File: src/hdl/mexp_pkg.sv
package mexp_pkg;

	// Default operand width
	localparam int WORD_BITS_DEF = 32;

	// Register indexes on the configuration port
	localparam int REG_MODULUS  = 0;
	localparam int REG_EXPONENT = 1;

	typedef logic [3:0] step_t;

	// Datapath operations, one per control word
	typedef enum logic [3:0] {
		OP_NOP,
		OP_LOAD,      // take a base word from the input
		OP_SPECIAL,   // result for zero exponent or zero modulus
		OP_MUL_BASE,  // start base * 1 mod n (reduces the base)
		OP_WB_BASE,   // write the product back to the base register
		OP_SET_ACC,   // accumulator = 1 mod n
		OP_MUL_SQR,   // start acc * acc mod n
		OP_MUL_ACC,   // start acc * base mod n
		OP_WB_ACC,    // write the product back to the accumulator
		OP_DEC,       // step to the next lower exponent bit
		OP_EMIT       // hand the accumulator to the output register
	} op_t;

	// Jump conditions; a true condition loads the target, else the step counter advances
	typedef enum logic [2:0] {
		C_NEVER,
		C_NO_INPUT,
		C_SPECIAL,
		C_MUL_BUSY,
		C_BIT_CLEAR,
		C_MORE_BITS,
		C_OUT_FULL,
		C_ALWAYS
	} cond_t;

	typedef struct packed {
		op_t   op;
		cond_t cond;
		step_t target;
	} ctrl_word_t;

	localparam step_t STEP_WAIT = 4'd0;
	localparam step_t STEP_CHK  = 4'd1;
	localparam step_t STEP_RB   = 4'd2;
	localparam step_t STEP_RBW  = 4'd3;
	localparam step_t STEP_INIT = 4'd4;
	localparam step_t STEP_SQR  = 4'd5;
	localparam step_t STEP_SQW  = 4'd6;
	localparam step_t STEP_TST  = 4'd7;
	localparam step_t STEP_MUL  = 4'd8;
	localparam step_t STEP_MLW  = 4'd9;
	localparam step_t STEP_NXT  = 4'd10;
	localparam step_t STEP_OUT  = 4'd11;
	localparam step_t STEP_RET  = 4'd12;

	// Control program: left-to-right square-and-multiply
	function automatic ctrl_word_t prog_rom(input step_t addr);
		ctrl_word_t w;
		w = '{op: OP_NOP, cond: C_ALWAYS, target: STEP_WAIT};
		case (addr)
			STEP_WAIT: w = '{op: OP_LOAD,     cond: C_NO_INPUT,  target: STEP_WAIT};
			STEP_CHK:  w = '{op: OP_SPECIAL,  cond: C_SPECIAL,   target: STEP_OUT};
			STEP_RB:   w = '{op: OP_MUL_BASE, cond: C_NEVER,     target: STEP_WAIT};
			STEP_RBW:  w = '{op: OP_WB_BASE,  cond: C_MUL_BUSY,  target: STEP_RBW};
			STEP_INIT: w = '{op: OP_SET_ACC,  cond: C_NEVER,     target: STEP_WAIT};
			STEP_SQR:  w = '{op: OP_MUL_SQR,  cond: C_NEVER,     target: STEP_WAIT};
			STEP_SQW:  w = '{op: OP_WB_ACC,   cond: C_MUL_BUSY,  target: STEP_SQW};
			STEP_TST:  w = '{op: OP_NOP,      cond: C_BIT_CLEAR, target: STEP_NXT};
			STEP_MUL:  w = '{op: OP_MUL_ACC,  cond: C_NEVER,     target: STEP_WAIT};
			STEP_MLW:  w = '{op: OP_WB_ACC,   cond: C_MUL_BUSY,  target: STEP_MLW};
			STEP_NXT:  w = '{op: OP_DEC,      cond: C_MORE_BITS, target: STEP_SQR};
			STEP_OUT:  w = '{op: OP_EMIT,     cond: C_OUT_FULL,  target: STEP_OUT};
			STEP_RET:  w = '{op: OP_NOP,      cond: C_ALWAYS,    target: STEP_WAIT};
			default:   w = '{op: OP_NOP,      cond: C_ALWAYS,    target: STEP_WAIT};
		endcase
		return w;
	endfunction

endpackage

File: src/hdl/mexp_mulmod.sv
// Modular multiplier: MSB-first shift-and-add, one bit of y per cycle.
// x must be below n; y may be any word.
module mexp_mulmod #(
	parameter int WORD_BITS = mexp_pkg::WORD_BITS_DEF
) (
	input  logic                 clk,
	input  logic                 arst_n,
	input  logic                 start,
	input  logic [WORD_BITS-1:0] x,
	input  logic [WORD_BITS-1:0] y,
	input  logic [WORD_BITS-1:0] n,
	output logic                 busy,
	output logic [WORD_BITS-1:0] product
);

	localparam int CNT_BITS = $clog2(WORD_BITS + 1);

	logic                 busy_q;
	logic [CNT_BITS-1:0]  cnt_q;
	logic [WORD_BITS-1:0] acc_q;
	logic [WORD_BITS-1:0] x_q;
	logic [WORD_BITS-1:0] y_q;
	logic [WORD_BITS-1:0] dbl;
	logic [WORD_BITS-1:0] acc_d;

	// (a + b) mod n for a, b below n
	function automatic logic [WORD_BITS-1:0] add_mod(
		input logic [WORD_BITS-1:0] a,
		input logic [WORD_BITS-1:0] b,
		input logic [WORD_BITS-1:0] m
	);
		logic [WORD_BITS:0] s;
		s = {1'b0, a} + {1'b0, b};
		if (s >= {1'b0, m})
			s = s - {1'b0, m};
		return s[WORD_BITS-1:0];
	endfunction

	// One bit step: double, then add x if the current y bit is set
	always_comb begin
		dbl   = add_mod(acc_q, acc_q, n);
		acc_d = y_q[WORD_BITS-1] ? add_mod(dbl, x_q, n) : dbl;
	end

	always_ff @(posedge clk or negedge arst_n) begin
		if (!arst_n) begin
			busy_q <= 1'b0;
			cnt_q  <= '0;
		end else if (start) begin
			busy_q <= 1'b1;
			cnt_q  <= CNT_BITS'(WORD_BITS);
		end else if (busy_q) begin
			cnt_q <= cnt_q - 1'b1;
			if (cnt_q == CNT_BITS'(1))
				busy_q <= 1'b0;
		end
	end

	always_ff @(posedge clk) begin
		if (start) begin
			acc_q <= '0;
			x_q   <= x;
			y_q   <= y;
		end else if (busy_q) begin
			acc_q <= acc_d;
			y_q   <= {y_q[WORD_BITS-2:0], 1'b0};
		end
	end

	assign busy    = busy_q;
	assign product = acc_q;

endmodule

File: src/hdl/modular_exponentiation.sv
// One word is in flight at a time; processing time per word depends on WORD_BITS and grows
// with each set exponent bit. A zero exponent or zero modulus bypasses the multiplier.
// Reset (arst_n low, asynchronous) clears control state, sets modulus 1 and exponent 0.
module modular_exponentiation #(
	parameter int WORD_BITS = mexp_pkg::WORD_BITS_DEF,
	localparam int DATA_BITS  = (WORD_BITS > 32) ? 64 : 32,
	localparam int ADDR_SHIFT = (WORD_BITS > 32) ? 3 : 2,
	localparam int ADDR_BITS  = ADDR_SHIFT + 1,
	localparam int TDATA_BITS = ((WORD_BITS + 7) / 8) * 8
) (
	input  logic                  clk,
	input  logic                  arst_n,
	// APB configuration port
	input  logic                  psel,
	input  logic                  penable,
	input  logic                  pwrite,
	input  logic [ADDR_BITS-1:0]  paddr,
	input  logic [DATA_BITS-1:0]  pwdata,
	output logic [DATA_BITS-1:0]  prdata,
	output logic                  pready,
	// input stream
	input  logic                  s_tvalid,
	output logic                  s_tready,
	input  logic [TDATA_BITS-1:0] s_tdata,   // base_value
	// output stream
	output logic                  m_tvalid,
	input  logic                  m_tready,
	output logic [TDATA_BITS-1:0] m_tdata    // power_result
);

	localparam int BIT_BITS   = $clog2(WORD_BITS);

	mexp_pkg::step_t      pc_q;
	mexp_pkg::ctrl_word_t cw;
	logic                 cond_hit;

	logic [WORD_BITS-1:0] modulus_q;
	logic [WORD_BITS-1:0] exponent_q;
	logic [WORD_BITS-1:0] base_q;
	logic [WORD_BITS-1:0] acc_q;
	logic [BIT_BITS-1:0]  ebit_q;
	logic                 out_valid_q;
	logic [WORD_BITS-1:0] out_q;

	logic                 reg_idx;
	logic                 cfg_wr;
	logic [WORD_BITS-1:0] one_mod;
	logic                 special;
	logic                 out_full;

	logic                 mul_start;
	logic [WORD_BITS-1:0] mul_x;
	logic [WORD_BITS-1:0] mul_y;
	logic                 mul_busy;
	logic [WORD_BITS-1:0] mul_p;

	// Configuration registers
	assign reg_idx     = paddr[ADDR_SHIFT];
	assign cfg_wr      = psel && penable && pwrite;
	assign pready      = 1'b1;

	always_ff @(posedge clk or negedge arst_n) begin
		if (!arst_n) begin
			modulus_q  <= WORD_BITS'(1);
			exponent_q <= '0;
		end else if (cfg_wr) begin
			if (reg_idx == 1'(mexp_pkg::REG_MODULUS))
				modulus_q <= pwdata[WORD_BITS-1:0];
			else
				exponent_q <= pwdata[WORD_BITS-1:0];
		end
	end

	always_comb begin
		if (reg_idx == 1'(mexp_pkg::REG_MODULUS))
			prdata = DATA_BITS'(modulus_q);
		else
			prdata = DATA_BITS'(exponent_q);
	end

	// Control word and jump condition
	assign cw       = mexp_pkg::prog_rom(pc_q);
	assign special  = (exponent_q == '0) || (modulus_q == '0);
	assign out_full = out_valid_q && !m_tready;
	assign one_mod  = (modulus_q == WORD_BITS'(1)) ? '0 : WORD_BITS'(1);

	always_comb begin
		case (cw.cond)
			mexp_pkg::C_NEVER:     cond_hit = 1'b0;
			mexp_pkg::C_NO_INPUT:  cond_hit = !s_tvalid;
			mexp_pkg::C_SPECIAL:   cond_hit = special;
			mexp_pkg::C_MUL_BUSY:  cond_hit = mul_busy;
			mexp_pkg::C_BIT_CLEAR: cond_hit = !exponent_q[ebit_q];
			mexp_pkg::C_MORE_BITS: cond_hit = (ebit_q != '0);
			mexp_pkg::C_OUT_FULL:  cond_hit = out_full;
			mexp_pkg::C_ALWAYS:    cond_hit = 1'b1;
			default:               cond_hit = 1'b0;
		endcase
	end

	always_ff @(posedge clk or negedge arst_n) begin
		if (!arst_n)
			pc_q <= mexp_pkg::STEP_WAIT;
		else if (cond_hit)
			pc_q <= cw.target;
		else
			pc_q <= pc_q + 1'b1;
	end

	assign s_tready = (cw.op == mexp_pkg::OP_LOAD);

	// Multiplier operand selection
	always_comb begin
		mul_start = 1'b0;
		mul_x     = acc_q;
		mul_y     = acc_q;
		case (cw.op)
			mexp_pkg::OP_MUL_BASE: begin
				mul_start = 1'b1;
				mul_x     = one_mod;
				mul_y     = base_q;
			end
			mexp_pkg::OP_MUL_SQR: begin
				mul_start = 1'b1;
			end
			mexp_pkg::OP_MUL_ACC: begin
				mul_start = 1'b1;
				mul_y     = base_q;
			end
			default: begin
				mul_start = 1'b0;
			end
		endcase
	end

	mexp_mulmod #(
		.WORD_BITS(WORD_BITS)
	) u_mulmod (
		.clk     (clk),
		.arst_n  (arst_n),
		.start   (mul_start),
		.x       (mul_x),
		.y       (mul_y),
		.n       (modulus_q),
		.busy    (mul_busy),
		.product (mul_p)
	);

	// Datapath registers
	always_ff @(posedge clk) begin
		case (cw.op)
			mexp_pkg::OP_LOAD: begin
				if (s_tvalid) begin
					base_q <= s_tdata[WORD_BITS-1:0];
					ebit_q <= BIT_BITS'(WORD_BITS - 1);
				end
			end
			mexp_pkg::OP_SPECIAL: begin
				acc_q <= (exponent_q == '0) ? WORD_BITS'(1) : '0;
			end
			mexp_pkg::OP_WB_BASE: begin
				if (!mul_busy)
					base_q <= mul_p;
			end
			mexp_pkg::OP_SET_ACC: begin
				acc_q <= one_mod;
			end
			mexp_pkg::OP_WB_ACC: begin
				if (!mul_busy)
					acc_q <= mul_p;
			end
			mexp_pkg::OP_DEC: begin
				if (ebit_q != '0)
					ebit_q <= ebit_q - 1'b1;
			end
			default: begin
			end
		endcase
	end

	// Output register
	always_ff @(posedge clk or negedge arst_n) begin
		if (!arst_n) begin
			out_valid_q <= 1'b0;
		end else if (cw.op == mexp_pkg::OP_EMIT && !out_full) begin
			out_valid_q <= 1'b1;
		end else if (m_tready) begin
			out_valid_q <= 1'b0;
		end
	end

	always_ff @(posedge clk) begin
		if (cw.op == mexp_pkg::OP_EMIT && !out_full)
			out_q <= acc_q;
	end

	assign m_tvalid = out_valid_q;
	assign m_tdata  = TDATA_BITS'(out_q);

endmodule
File: config.mk
export PLATFORM = sky130hd
export DESIGN_NAME = modular_exponentiation
export DESIGN_NICKNAME = d
export VERILOG_FILES = /design/src/hdl/mexp_pkg.sv /design/src/hdl/mexp_mulmod.sv /design/src/hdl/modular_exponentiation.sv
export SDC_FILE = /design/constraint.sdc
export NUM_CORES = 1
export LEC_CHECK = 0
export BUFFER_PORTS_ARGS = -buffer_cell sky130_fd_sc_hd__buf_4
export CORE_UTILIZATION = 45
export DETAILED_ROUTE_END_ITERATION = 8
export PLACE_DENSITY = 0.65
export SYNTH_ARGS = -nofsm -noshare
export SYNTH_HDL_FRONTEND = slang
export SYNTH_HIERARCHICAL = 1
export SYNTH_SLANG_ARGS = --single-unit
File: constraint.sdc
create_clock -name clk -period 8.1 [get_ports clk]
set_input_delay 0.81 -clock clk [delete_from_list [all_inputs] [get_ports clk]]
set_output_delay 0.81 -clock clk [all_outputs]
set_load 0.05 [all_outputs]
Word level (Yosys, flattened, before mapping)
Memory sizes are Yosys's and may differ from the RTL's.
Cells that the tools add are included.
{"block": "word_totals", "input_bits": 74, "elab_cells": 102, "ff_bits": 273, "romBits": 176, "n_memories": 1, "output_inout_bits": 67}
{"block": "op_classes", "eq_ne": 23, "order_cmp": 3, "n_reduce_logical": 25, "n_mux": 29, "n_addsub": 7, "n_bitwise": 1}
{"name": "(no name shown)", "depth": 16, "width": 11, "rd": 1, "rd_ports_with_merged_regs": 0, "write_ports": 0, "line_no": "mexp_pkg.sv:63", "source": "case (addr)"}
{"operator": "$mux W32", "count": 10}
{"operator": "$pmux W32 S3", "count": 1}
{"operator": "$add A32 B32 Y33", "count": 2}
{"operator": "$ge A33 B32 Y1", "count": 2}
{"operator": "$logic_not A32 Y1", "count": 2}
{"operator": "$pmux W32 S2", "count": 1}
{"operator": "$sub A32 B32 Y32", "count": 2}
{"operator": "$eq A32 B1 Y1 const B", "count": 1}
{"operator": "$eq A4 B3 Y1 const B", "count": 4}
{"operator": "$eq A3 B3 Y1 const B", "count": 4}
{"operator": "$eq A4 B4 Y1 const B", "count": 3}
{"operator": "$mux W6", "count": 2}
{"operator": "$mux W5", "count": 2}
{"operator": "$pmux W5 S2", "count": 1}
{"operator": "$mux W1", "count": 9}
{"operator": "$eq A4 B2 Y1 const B", "count": 2}
{"operator": "$ne A2 B2 Y1 const B", "count": 4}
{"operator": "$pmux W1 S8", "count": 1}
{"operator": "$reduce_bool A2 Y1", "count": 4}
{"operator": "$eq A3 B2 Y1 const B", "count": 2}
{"operator": "$eq A6 B1 Y1 const B", "count": 1}
{"operator": "$lt A5 B6 Y1 const B", "count": 1}
{"operator": "$reduce_and A2 Y1", "count": 3}
{"operator": "$reduce_and A3 Y1", "count": 2}
{"operator": "other kinds (16)", "count": 22}

Longest topological paths before layout
Gate-level depths: netlist of the first run.
{"block": "depth", "depth_word": 7, "mapped_depth": 38, "depth_no_buf": 32}

Modules after synthesis
Netlist of the first run, hierarchy kept.
{"module": "mexp_mulmod", "area_each_um2": 9686.8, "n_inst": 1, "cells_per_inst": 1122}
{"module": "modular_exponentiation", "area_each_um2": 8306.7, "n_inst": 1, "cells_per_inst": 582}

Worst setup path before layout of the first run
OpenSTA, ideal clock, no wires.
{"block": "synth_path", "kind": "flip-flop to flip-flop", "from": "reg modulus_q[1]", "to": "reg u_mulmod.acc_q[9], in the netlist u_mulmod/product[9]", "setup_slack_ns": 0.773, "setup_ns": 0.071, "synth_period_minus_slack_ns": 7.327, "t_arrival_ns": 7.256, "path_buffers": 5, "path_stages_with_launch": 34, "cell_sequence": "dfrtp_1 inv_1 ha_1 nor2b_1 o31ai_2 a31oi_1 a311o_1 a311o_1 o311ai_2 and2_1 buf_2 buf_2 buf_2 a21o_1 ha_1 o21ai_0 nor2_1 o41ai_1 a311oi_1 a221oi_1 xnor2_1 ha_1 nand2_1 o21ai_0 a311oi_1 o2bb2ai_1 a31o_2 o31ai_1 or2_2 buf_2 buf_2 nand2_1 a311o_1 a21oi_1"}
{"block": "synth_between", "elab_chain_len": 6, "elab_cells_between_ends": 8, "cone_classes": "add/sub (3); order compare (2); mux (3)"}
{"item": "start: declaration", "line_no": "modular_exponentiation.sv:37", "source": "logic [WORD_BITS-1:0] modulus_q;"}
{"item": "start signal: assignment", "line_no": "modular_exponentiation.sv:68", "source": "modulus_q <= pwdata[WORD_BITS-1:0];"}
{"item": "$sub A32 B32 Y32 or $ge A33 B32 Y1 (tied branches)", "line_no": "mexp_mulmod.sv:35, mexp_mulmod.sv:34"}
{"item": "$mux W32", "line_no": "mexp_mulmod.sv:34", "source": "if (s >= {1'b0, m})"}
{"item": "$add A32 B32 Y33", "line_no": "mexp_mulmod.sv:33", "source": "s = {1'b0, a} + {1'b0, b};"}
{"item": "$sub A32 B32 Y32 or $ge A33 B32 Y1 (tied branches)", "line_no": "mexp_mulmod.sv:35, mexp_mulmod.sv:34"}
{"item": "$mux W32", "line_no": "mexp_mulmod.sv:34"}
{"item": "$mux W32 *", "line_no": "mexp_mulmod.sv:42", "source": "acc_d = y_q[WORD_BITS-1] ? add_mod(dbl, x_q, n) : dbl;"}
{"item": "end signal: assignment", "line_no": "mexp_mulmod.sv:61", "source": "acc_q <= '0;"}
{"item": "end signal: assignment", "line_no": "mexp_mulmod.sv:65", "source": "acc_q <= acc_d;"}
{"item": "end: declaration", "line_no": "mexp_mulmod.sv:20", "source": "logic [WORD_BITS-1:0] acc_q;"}
Mark *: on every way between the ends. The rest lies on a longest branch, timed or not.
A chain may end at the register's enable or synchronous reset.

Worst setup path in the final report of the first run
{"block": "layout_path", "from": "reg modulus_q[6]", "to": "reg u_mulmod.acc_q[9], in the netlist u_mulmod/product[9]"}
Same word-level chain as after synthesis.

==> results of run 1 <==
[path summary, 6_finish.rpt]
check,from,to,depth (start not counted)
min in group clk,pwdata[4],exponent_q[4]$_DFFE_PN0P_,2
min reg2reg,acc_q[29]$_SDFFCE_PP0P_,m_tdata[29]$_DFFE_PP_,0
min,arst_n,u_mulmod/cnt_q[2]$_DFFE_PN0P_,1
max in group asynchronous,arst_n,exponent_q[26]$_DFFE_PN0P_,1
max,modulus_q[6]$_DFFE_PN0P_,u_mulmod/product[9]$_SDFFE_PP0P_,37
max reg2reg,modulus_q[6]$_DFFE_PN0P_,u_mulmod/product[9]$_SDFFE_PP0P_,37
[metrics by stage]
step | setup TNS, ps | cell area (um2) | utilization
finish | 0 | 23100 | 0.592
global route | -1190 | 23100 | 0.592
floorplan | 0 | 18000 | -
global placement | -15.9 | 21700 | 0.557
detailed placement | -3650 | 21700 | 0.557
CTS | 0 | 22800 | 0.583
[worst max-delay path, delay by kind of cell, from the launching register on]
kind	cells	cell delay, ps
and+or+nand+nor	9	1410
adders and majority gates	3	870
muxes	1	300
AOI/OAI and AO/OA	14	3370
buffers and inverters	9	1380
xor gates and xnor gates	1	130
DFF	1	370
[area by class of cell]
cell class | instances | area (um2)
Clock buffer | 39 | 805
Clock inverter | 15 | 200
Fill cell | 3396 | 15900
Inverter | 65 | 244
Multi-Input combinational cell | 1302 | 10200
Sequential cell | 273 | 7500
Tap cell | 518 | 648
Timing Repair Buffer | 461 | 3530
[cell families after synthesis]
logic type | count (synthesis) | share of synthesized area
AO/OA/AOI/OAI | 391 | 0.150
adder cells (fa/ha/maj) | 110 | 0.0777
buffers and inverters | 131 | 0.0315
flip-flops | 273 | 0.417
AND/OR/NAND/NOR | 469 | 0.130
XOR/XNOR | 90 | 0.0442
other | 1 | 0.000208
multiplexers | 239 | 0.150
[sequential cells by signal (all words and copies together) (netlist names)]
name,count
modulus_q,32
pc_q,4
u_mulmod/y_q,32
u_mulmod/cnt_q,6
u_mulmod/busy,1
m_tvalid,1
exponent_q,32
acc_q,32
ebit_q,5
m_tdata,32
base_q,32
u_mulmod/product,32
u_mulmod/x_q,32
[metal layers]
metal / routed length (um) / track usage / part of all wire
met4: 1790 / 0.0942 / 0.033
met3: 2250 / 0.0245 / 0.041
met5: 0 / 0 / 0
met1: 22600 / 0.321 / 0.42
met2: 27800 / 0.472 / 0.51
[timing repair]
item                                    4_1_cts  5_1_grt
gates cloned                                  0        3
pin swaps                                     1       29
setup buffers                                 1       11
gates resized for setup                       4       49
endpoints found under the setup margin       30       32
[cell usage after synthesis, drive strengths merged, types with 7 or more instances]
master and instances:
a211oi 33, a21boi 7, a21o 38, a21oi 91, a221oi 8, a31oi 17, and2 73, and3 10
buf 30, clkbuf 36, dfrtp 75, dfxtp 32, edfxtp 165, ha 107, inv 65, mux2 210
mux2i 26, nand2 133, nand2b 22, nand3 23, nand4 20, nor2 107, nor2b 11, nor3 25
nor4 19, o211ai 26, o21a 18, o21ai 66, o31ai 10, o32ai 11, or2 10, xnor2 55
xor2 35
==> impl_metrics.env, run 1 <==
export IMPL_dieWidth_um=202
export IMPL_routed_wl_mm=54.4
export IMPL_synth_area_per_cell_um2=10.6
export IMPL_slowest_stage="a311o_2"
export IMPL_fin_nets=2317
export IMPL_maxCapViolCount=0
export IMPL_clkLatencyLatePin_ps=590
export IMPL_report_final_slew_viol_count=0
export IMPL_worstSetupPathType="register to register"
export IMPL_area_growth_pct=28.4
export IMPL_viasPerCell=5.63
export IMPL_cts_made_buffers=30
export IMPL_vias=15042
export IMPL_io_pins=141
export IMPL_path_common_cell="buf_4"
export IMPL_layout_commonest_cell="buf_4"
export IMPL_period_minus_slack_ps=7920
export IMPL_cts_buffer_depth=3
export IMPL_ys_top_cells_by_area="edfxtp_1, mux2_2, dfrtp_1"
export IMPL_async_flop_share=0.278
export IMPL_layout_common_cells="buf_4, mux2_2, edfxtp_1, nand2_1, nor2_1"
export IMPL_status="finished, final reports clean"
export IMPL_min_path_type="input pin to asynchronous set/reset pin"
export IMPL_cp_end_kind="register"
export IMPL_synth_nets=1888
export IMPL_hold_violations=0
export IMPL_holdWs_ps=343
export IMPL_synth_seq_cells=273
export IMPL_regToRegSetupSlack_ps=180
export IMPL_clock_sinks=273
export IMPL_stdcell_count=2673
export IMPL_fp_row_count=72
export IMPL_synth_cell_types=90
export IMPL_synth_flop_cell="edfxtp_1"
export IMPL_grt_pass1_vias=15122
export IMPL_tightest_slew_ps=1130
export IMPL_netlist_area_um2=18000
export IMPL_die_h_um=202
export IMPL_cts_root_buffer="clkbuf_16"
export IMPL_place_inst=2604
export IMPL_synth_edf_count=165
export IMPL_synthCells=1704
export IMPL_synth_top_area_frac=0.275
export IMPL_htree_levels=1
export IMPL_dp_worst_setup_slack_ps=-208
export IMPL_track_usage=0.261
export IMPL_dp_hpwl_mm=41.5
export IMPL_slowest_delay_ps=490
export IMPL_cts_tree="yes"
export IMPL_worstPathMaxFanout=6
export IMPL_fin_crit_sh=0.978
export IMPL_synth_top_area_cell="edfxtp_1"
export IMPL_startpoint_type="register"
export IMPL_yosys_warnings=6
export IMPL_drt_antenna_violating_nets=0
export IMPL_coreArea_um2=39000
export IMPL_gr_total_overflow=0
export IMPL_seq_area_frac_synth=0.417
export IMPL_antenna_found_initial=0
export IMPL_grt_max_degree=77
export IMPL_portBuffers=137
export IMPL_clock_skew_ps=20.3
export IMPL_critical_path_arrival_ps=8440
export IMPL_max_freq_mhz=126
export IMPL_gp_congestion=0.944
export IMPL_drtIter0Drc=936
export IMPL_fp_dieArea_um2=40800
export IMPL_relSlewSlack=0.247
export IMPL_setup_viol=0
export IMPL_diodes=0
export IMPL_cp_required_ps=8620
export IMPL_cts_hold_buf=0
export IMPL_grt_pass1_wl_mm=82.8
export IMPL_initial_core_util=0.461
export IMPL_clk_pin_slew_ps=70
export IMPL_dr_pass1_iters=5
export IMPL_drive_gt1_frac=0.366
export IMPL_setup_ws_ps=176
export IMPL_drc=0
export IMPL_wl_per_cell_um=20.3
Power of run 1 is not shown: default switching activity piles up to over one toggle a cycle in this logic, so the estimate is an artifact.
==> inputs of run 2 (changes only) <==
--- a/config.mk
+++ b/config.mk
@@ -10,4 +10,5 @@
 export DETAILED_ROUTE_END_ITERATION = 8
 export PLACE_DENSITY = 0.65
+export RECOVER_POWER = 25
 export SYNTH_ARGS = -nofsm -noshare
 export SYNTH_HDL_FRONTEND = slang
==> constraint.sdc (replaced) <==
create_clock -name clk -period 8.1 [get_ports clk]
set_input_delay 2.025 -clock clk [delete_from_list [all_inputs] [get_ports clk]]
set_output_delay 2.025 -clock clk [all_outputs]
set_load 0.05 [all_outputs]
==> impl_metrics.env, run 2 (synthesized netlist as in run 1, its figures left out) <==
export IMPL_clk_pin_slew_ps=60
export IMPL_antenna_found_initial=0
export IMPL_viasPerCell=5.65
export IMPL_stdcell_count=2669
export IMPL_worstPathMaxFanout=6
export IMPL_clkLatencyLatePin_ps=610
export IMPL_clock_sinks=273
export IMPL_layout_common_cells="buf_4, mux2_2, edfxtp_1, nand2_1, nor2_1"
export IMPL_drt_antenna_violating_nets=0
export IMPL_fp_row_count=72
export IMPL_portBuffers=137
export IMPL_cts_buffer_depth=3
export IMPL_coreArea_um2=39000
export IMPL_drtIter0Drc=906
export IMPL_failed_checks="max-capacitance violations, max-slew violations"
export IMPL_cp_required_ps=8540
export IMPL_dieWidth_um=202
export IMPL_diodes=0
export IMPL_fin_nets=2310
export IMPL_wl_per_cell_um=20.3
export IMPL_area_growth_pct=28.2
export IMPL_cts_root_buffer="clkbuf_16"
export IMPL_drive_gt1_frac=0.360
export IMPL_critical_path_arrival_ps=8310
export IMPL_cts_tree="yes"
export IMPL_maxCapViolCount=3
export IMPL_gr_total_overflow=0
export IMPL_startpoint_type="register"
export IMPL_path_common_cell="buf_4"
export IMPL_setup_viol=0
export IMPL_report_final_slew_viol_count=146
export IMPL_dr_pass1_iters=7
export IMPL_initial_core_util=0.461
export IMPL_fin_crit_sh=0.971
export IMPL_grt_pass1_wl_mm=82.6
export IMPL_drc=0
export IMPL_fp_dieArea_um2=40800
export IMPL_cts_made_buffers=31
export IMPL_tightest_slew_ps=4140
export IMPL_slowest_delay_ps=440
export IMPL_grt_max_degree=77
export IMPL_hold_violations=0
export IMPL_gp_congestion=0.930
export IMPL_holdWs_ps=475
export IMPL_period_minus_slack_ps=7870
export IMPL_track_usage=0.260
export IMPL_io_pins=141
export IMPL_relSlewSlack=-1.76
export IMPL_worstSetupPathType="register to register"
export IMPL_min_path_type="register to register"
export IMPL_htree_levels=1
export IMPL_placed_cell_area_um2=21700
export IMPL_layout_commonest_cell="buf_4"
export IMPL_dp_hpwl_mm=41.2
export IMPL_post_route_util=0.592
export IMPL_status="finished with violations"
export IMPL_grt_pass1_vias=15017
export IMPL_place_inst=2596
export IMPL_routed_wl_mm=54.1
export IMPL_finalInstanceArea_um2=23100
export IMPL_slowest_stage="a311o_2"
export IMPL_cts_hold_buf=0
export IMPL_max_freq_mhz=127
export IMPL_clock_skew_ps=31.9
export IMPL_die_h_um=202
export IMPL_cp_end_kind="register"
export IMPL_vias=15067
run 2: cell count changes in the layout (fill, tap and decap cells not counted), moves of 2 or more:
cell | previous run | this run
clkbuf_1 | 7 | 9
buf_6 | 5 | 2
xnor2_1 | 54 | 52
o21ai_1 | 9 | 7
buf_4 | 452 | 446
buf_12 | 3 | 1
a21oi_2 | 7 | 5
xnor2_2 | 1 | 3
clkbuf_8 | 2 | 4
o21ai_0 | 57 | 59
a21oi_1 | 83 | 85
run 2: critical path: cells and delay by family, from the launching register on:
family	cells	cell delay [ps]
buffers and inverters	6	980
DFF	1	380
xor gates and xnor gates	1	130
and+or+nand+nor	6	1360
adders and majority gates	3	770
muxes	1	210
AOI/OAI and AO/OA	17	3850
run 2: through the flow:
step | TNS (ps) | setup WS [ps]
6_report | 0 | 234
5_1_grt | -46.6 | -33.2
4_1_cts | 0 | 76.1
3_5_place_dp | -4560 | -230
3_3_place_gp | -5440 | -270
2_1_floorplan | 0 | 773
run 2: final cells by class:
class | instances | area (um2)
timing repair buffer | 453 | 3430
inverter | 65 | 244
sequential | 273 | 7500
fill | 3383 | 15900
tap | 518 | 648
clock inverter | 17 | 226
clock buffer | 41 | 853
multi-input combinational | 1302 | 10200
run 2: worst paths after layout:
path	cells after the start	slack [ps]	startpoint	to
max	34	230	modulus_q[14]$_DFFE_PN0P_	u_mulmod/product[14]$_SDFFE_PP0P_
min	0	480	acc_q[26]$_SDFFCE_PP0P_	m_tdata[26]$_DFFE_PP_
max reg2reg	34	230	modulus_q[14]$_DFFE_PN0P_	u_mulmod/product[14]$_SDFFE_PP0P_
min reg2reg	0	480	acc_q[26]$_SDFFCE_PP0P_	m_tdata[26]$_DFFE_PP_
max in group asynchronous	1	2870	arst_n	modulus_q[24]$_DFFE_PN0P_
min in group asynchronous	1	2870	arst_n	u_mulmod/cnt_q[3]$_DFFE_PN0P_
run 2: routing by layer:
metal  GRT usage  routed length (um)
met5           0                   0
met1       0.322               22600
met4      0.0993                2090
met2       0.465               27300
met3      0.0263                2140
run 2: what timing repair did:
| action | in CTS | in global routing |
|---|---|---|
| pin swaps | 1 | 21 |
| endpoints found under the setup margin | 31 | 32 |
| buffers inserted | 1 | 11 |
| gates resized for setup | 6 | 43 |
| cloned | 0 | 3 |
Power of run 2 is left out for the same reason.
